--- src/design/qds_pkg.sv ---
// qds_pkg: shared constants, codes and controller/datapath types for the
// queue delay statistics block; no dependencies
package qds_pkg;

    localparam int QUEUE_DEPTH = 128;
    localparam int TIME_BITS   = 32;

    localparam int ADDR_W      = $clog2(QUEUE_DEPTH);
    localparam int CNT_W       = $clog2(QUEUE_DEPTH + 1);
    localparam int ACC_W       = 48;
    localparam int QLEN_W      = 8;
    localparam int SERVED_W    = 32;
    localparam int DELAY_W     = 32;
    localparam int STATUS_W    = 2;
    localparam int EVT_TIME_W  = 32;
    localparam int IN_TDATA_W  = 32;
    localparam int OUT_FIELD_W = QLEN_W + 1 + SERVED_W + DELAY_W + 3 * ACC_W + STATUS_W;
    localparam int OUT_TDATA_W = ((OUT_FIELD_W + 7) / 8) * 8;
    localparam int PROD_W      = CNT_W + TIME_BITS;
    localparam int SUM_W       = ((PROD_W > ACC_W) ? PROD_W : ACC_W) + 1;

    typedef enum logic [STATUS_W-1:0] {
        ST_OK       = 2'd0,
        ST_OVERFLOW = 2'd1,
        ST_BACKWARD = 2'd2
    } t_status;

    typedef enum logic {
        OP_ARRIVE = 1'b0,
        OP_DEPART = 1'b1
    } t_op;

    typedef struct packed {
        logic capture;
        logic calc;
        logic apply;
    } t_cmd;

    typedef struct packed {
        logic out_free;
    } t_sts;

endpackage

--- src/design/qds_ctrl.sv ---
// qds_ctrl: event sequencer, capture then calc then apply
// depends on qds_pkg
module qds_ctrl (
    input  logic          i_clk,
    input  logic          i_rst_n,
    input  logic          i_s_tvalid,
    output logic          o_s_tready,
    input  qds_pkg::t_sts i_sts,
    output qds_pkg::t_cmd o_cmd
);
    import qds_pkg::*;

    typedef enum logic [1:0] {
        S_IDLE,
        S_CALC,
        S_APPLY
    } t_state;

    t_state r_state;
    t_state n_state;
    logic   r_ready;
    logic   n_ready;

    always_comb begin
        n_state = r_state;
        n_ready = r_ready;
        case (r_state)
            S_IDLE: begin
                if (i_s_tvalid && r_ready) begin
                    n_state = S_CALC;
                    n_ready = 1'b0;
                end
            end
            S_CALC: begin
                n_state = S_APPLY;
            end
            S_APPLY: begin
                if (i_sts.out_free) begin
                    n_state = S_IDLE;
                    n_ready = 1'b1;
                end
            end
            default: begin
                n_state = S_IDLE;
                n_ready = 1'b1;
            end
        endcase
    end

    always_ff @(posedge i_clk) begin
        if (!i_rst_n) begin
            r_state <= S_IDLE;
            r_ready <= 1'b1;
        end else begin
            r_state <= n_state;
            r_ready <= n_ready;
        end
    end

    assign o_s_tready    = r_ready;
    assign o_cmd.capture = i_s_tvalid && r_ready;
    assign o_cmd.calc    = (r_state == S_CALC);
    assign o_cmd.apply   = (r_state == S_APPLY) && i_sts.out_free;

endmodule

--- config.mk ---
export PLATFORM = sky130hd
export DESIGN_NAME = qds_ctrl
export DESIGN_NICKNAME = d
export VERILOG_FILES = /design/src/design/qds_pkg.sv /design/src/design/qds_ctrl.sv
export SDC_FILE = /design/constraint.sdc
export NUM_CORES = 1
export LEC_CHECK = 0
export ABC_AREA = 1
export BUFFER_PORTS_ARGS = -buffer_cell sky130_fd_sc_hd__buf_2
export CAP_MARGIN = 20
export CORE_AREA = 2 2 39 41
export CTS_CLUSTER_SIZE = 30
export DETAILED_ROUTE_END_ITERATION = 10
export DIE_AREA = 0 0 41 43
export SYNTH_ARGS = -nofsm -noshare
export SYNTH_HDL_FRONTEND = slang
export SYNTH_SLANG_ARGS = --single-unit
--- constraint.sdc ---
create_clock -name i_clk -period 0.8 [get_ports i_clk]
set_input_delay 0.08 -clock i_clk [delete_from_list [all_inputs] [get_ports i_clk]]
set_output_delay 0.08 -clock i_clk [all_outputs]
set_load 0.02 [all_outputs]
==> impl_metrics.yaml <==
floorplan:
  core_um2: 1380
  start_util: 0.107
  rows: 14
  io_pins: 8
  dieArea_um2: 1760
  die_w_um: 41
  die_h_um: 43
yosys:
  syn-instance-count: 21
  yosys-top-cells-area: "dfxtp_1 (41%), inv_1 (10%), nand3_1 (6.8%)"
  avgSynthCellArea_um2: 7.03
  synth_area_um2: 148
  yosysTopAreaCellShare: 0.407
  yosysWarnings: 0
  yosys.area.top_type: "dfxtp_1"
  yosysUniqueCellTypes: 13
  yosysSeqAreaShare: 0.407
  synth.net_count: 25
  synth-seq-cells: 3
cells_and_area:
  n_antenna_cell: 0
  regArea_um2: 63.8
  multiInputGateArea_um2: 83.8
  drive_gt1_frac: 0.778
  area_growth_pct: 112
  final_common_cell: "buf_4"
  final_cells: 52
  post-route-util: 0.226
  nFillCells: 156
  nets: 41
setup_path:
  start_kind: "flop"
  r2r_start: "r_state[0]"
  r2r_setup_slack_ns: -0.04
  end_kind: "primary output"
  cp.arrival_ns: 0.86
  path_max_fanout: 3
  ff2ff_path_depth: 5
  timing.rr.end: "o_s_tready"
  critical_path_class: "flop to primary output"
  cp.required_ns: 0.72
  startpoint: "r_state[0]"
placement:
  place_congestion: 0.440
  port_buffers: 7
  dp.cells: 43
  dp_hpwl_um: 246
clocking:
  cts_buffers: 3
  clockRootBuffer: "clkbuf_4"
  hold_buffers: 0
  cts-htree-levels: 1
  clkTransAtPathRegs_ns: 0.04
  clock_path_buffers: 2
  cts_tree: "yes"
  clock_latency_ns: 0.23
  cts_sinks: 3
worst_hold_path:
  min_from: "i_rst_n"
  min_path_type: "input pin to flop"
  hold_path_depth: 3
  min_to: "r_state[1]"
pwr:
  switching_share: 0.288
  seq_power_share: 0.294
  p_switching_w: 0.000181
  clkPwrFrac: 0.419
  powerDensity_nw_per_um2: 2010
  internal_power_w: 0.000447
  p_comb_frac: 0.287
  p_leak_nw: 0.155
  ir_drop_uv: 306
timing:
  hold_viol_final: 0
  relSlewSlack: 0.916
  tns_ns: -0.392
  rsz0062_at_grt: "yes"
  fin_crit_ns: 0.942
  slew_violations: 0
  finalCritPeriodShare: 1.18
  max_freq_ghz: 1.06
  setup_ws_ns: -0.142
  setup_violations: 5
  worstMarginPinSlew_ns: 0.126
  skew_ns: 0.00114
detailed_routing:
  via_count: 182
  wirelength_um: 436
  drc: 0
  dr.first_iter.drc_count: 1
  drtAntennaViolNets: 0
  via_per_inst: 3.50
  dr.pass1.iters: 2
  wire_per_inst_um: 8.38
global_routing:
  grt_start_max_net_pins: 5
  grt_first_pass_wirelength_um: 483
  grt_overflow: 0
  grt_pass1_vias: 131
  grt_use_total: 0.0561
  antenna_found_initial: 0
flow_run:
  drv_cap: 0
outcome:
  violations: "negative setup slack"
  status: "finished, violations left"
[flip-flops by register name, summed over array words and instances, names as in the netlist]
| register | cells |
|---|---|
| r_state | 2 |
| o_s_tready | 1 |
[logic make-up after synthesis]
kind of cell,count (synthesis),synth area share
simple gates,8,0.263
compound gates,3,0.127
flops,3,0.407
buf+inv,7,0.203
[worst max path at each step]
stage	end	slack, ns	cells past startpoint
6_report	o_cmd[0]	-0.14	2
5_1_grt	o_cmd[0]	-0.21	2
4_1_cts	o_cmd[0]	-0.15	2
3_5_place_dp	o_cmd[0]	0.02	3
3_3_place_gp	o_cmd[0]	0.03	3
2_1_floorplan	o_cmd[0]	0.01	2
[Yosys cell counts]
master,count
inv_2,2
nor3_1,1
inv_1,4
nand2_1,2
nor2_2,1
nor2_1,1
dfxtp_1,3
buf_4,1
a21oi_1,1
o21ai_0,1
nand2_2,1
nand3_1,2
a21oi_2,1
[per-stage QoR]
step / setup slack [ns] / cell area (µm²) / total power, W / hold WS (ns)
after global routing: -0.206 / 313 / 0.000677 / 0.0984
after CTS: -0.154 / 279 / 0.000609 / 0.102
after global placement: 0.0312 / 201 / 0.000281 / 0.349
after detailed placement: 0.0190 / 201 / 0.000285 / 0.354
after floorplan: 0.0125 / 154 / 0.000256 / 0.212
final: -0.142 / 313 / 0.000628 / 0.109
[power groups by stage]
| stage | combinational (W) | sequential, W | clock [W] |
|---|---|---|---|
| floorplan | 0.0000636 | 0.000192 | 0 |
| global placement | 0.0000975 | 0.000183 | 0 |
| detailed placement | 0.0000999 | 0.000185 | 0 |
| CTS | 0.000147 | 0.000184 | 0.000278 |
| global route | 0.000197 | 0.000185 | 0.000294 |
| finish | 0.000181 | 0.000185 | 0.000263 |
[critical path, stage by stage (launching register included)]
cell and delay [ns]:
dfxtp_2 0.32, nor3_2 0.16, buf_4 0.15
[per-layer routing]
| metal | up-vias | wire, µm | global-route usage |
|---|---|---|---|
| li1 | 92 | - | - |
| met1 | 83 | 148 | 0.0319 |
| met2 | 7 | 246 | 0.0688 |
| met3 | 0 | 41 | 0.0628 |
| met4 | 0 | 0 | 0.0800 |
| met5 | - | 0 | 0 |
[what timing repair did]
action                                 4_1_cts  5_1_grt
endpoints found under the hold margin        0        0
gates resized for setup                     11        6
pin swaps                                    2        2
setup endpoints to repair                    4        6
buffers inserted                             3        3
[area by class of cell]
cell class                 instances  area share
multi-input combinational         11       0.268
clock buffer                       4      0.0840
sequential                         3       0.204
timing repair buffer              12       0.300
inverter                           6      0.0800
tap                               16      0.0640
(Power assumes the default switching activity.)
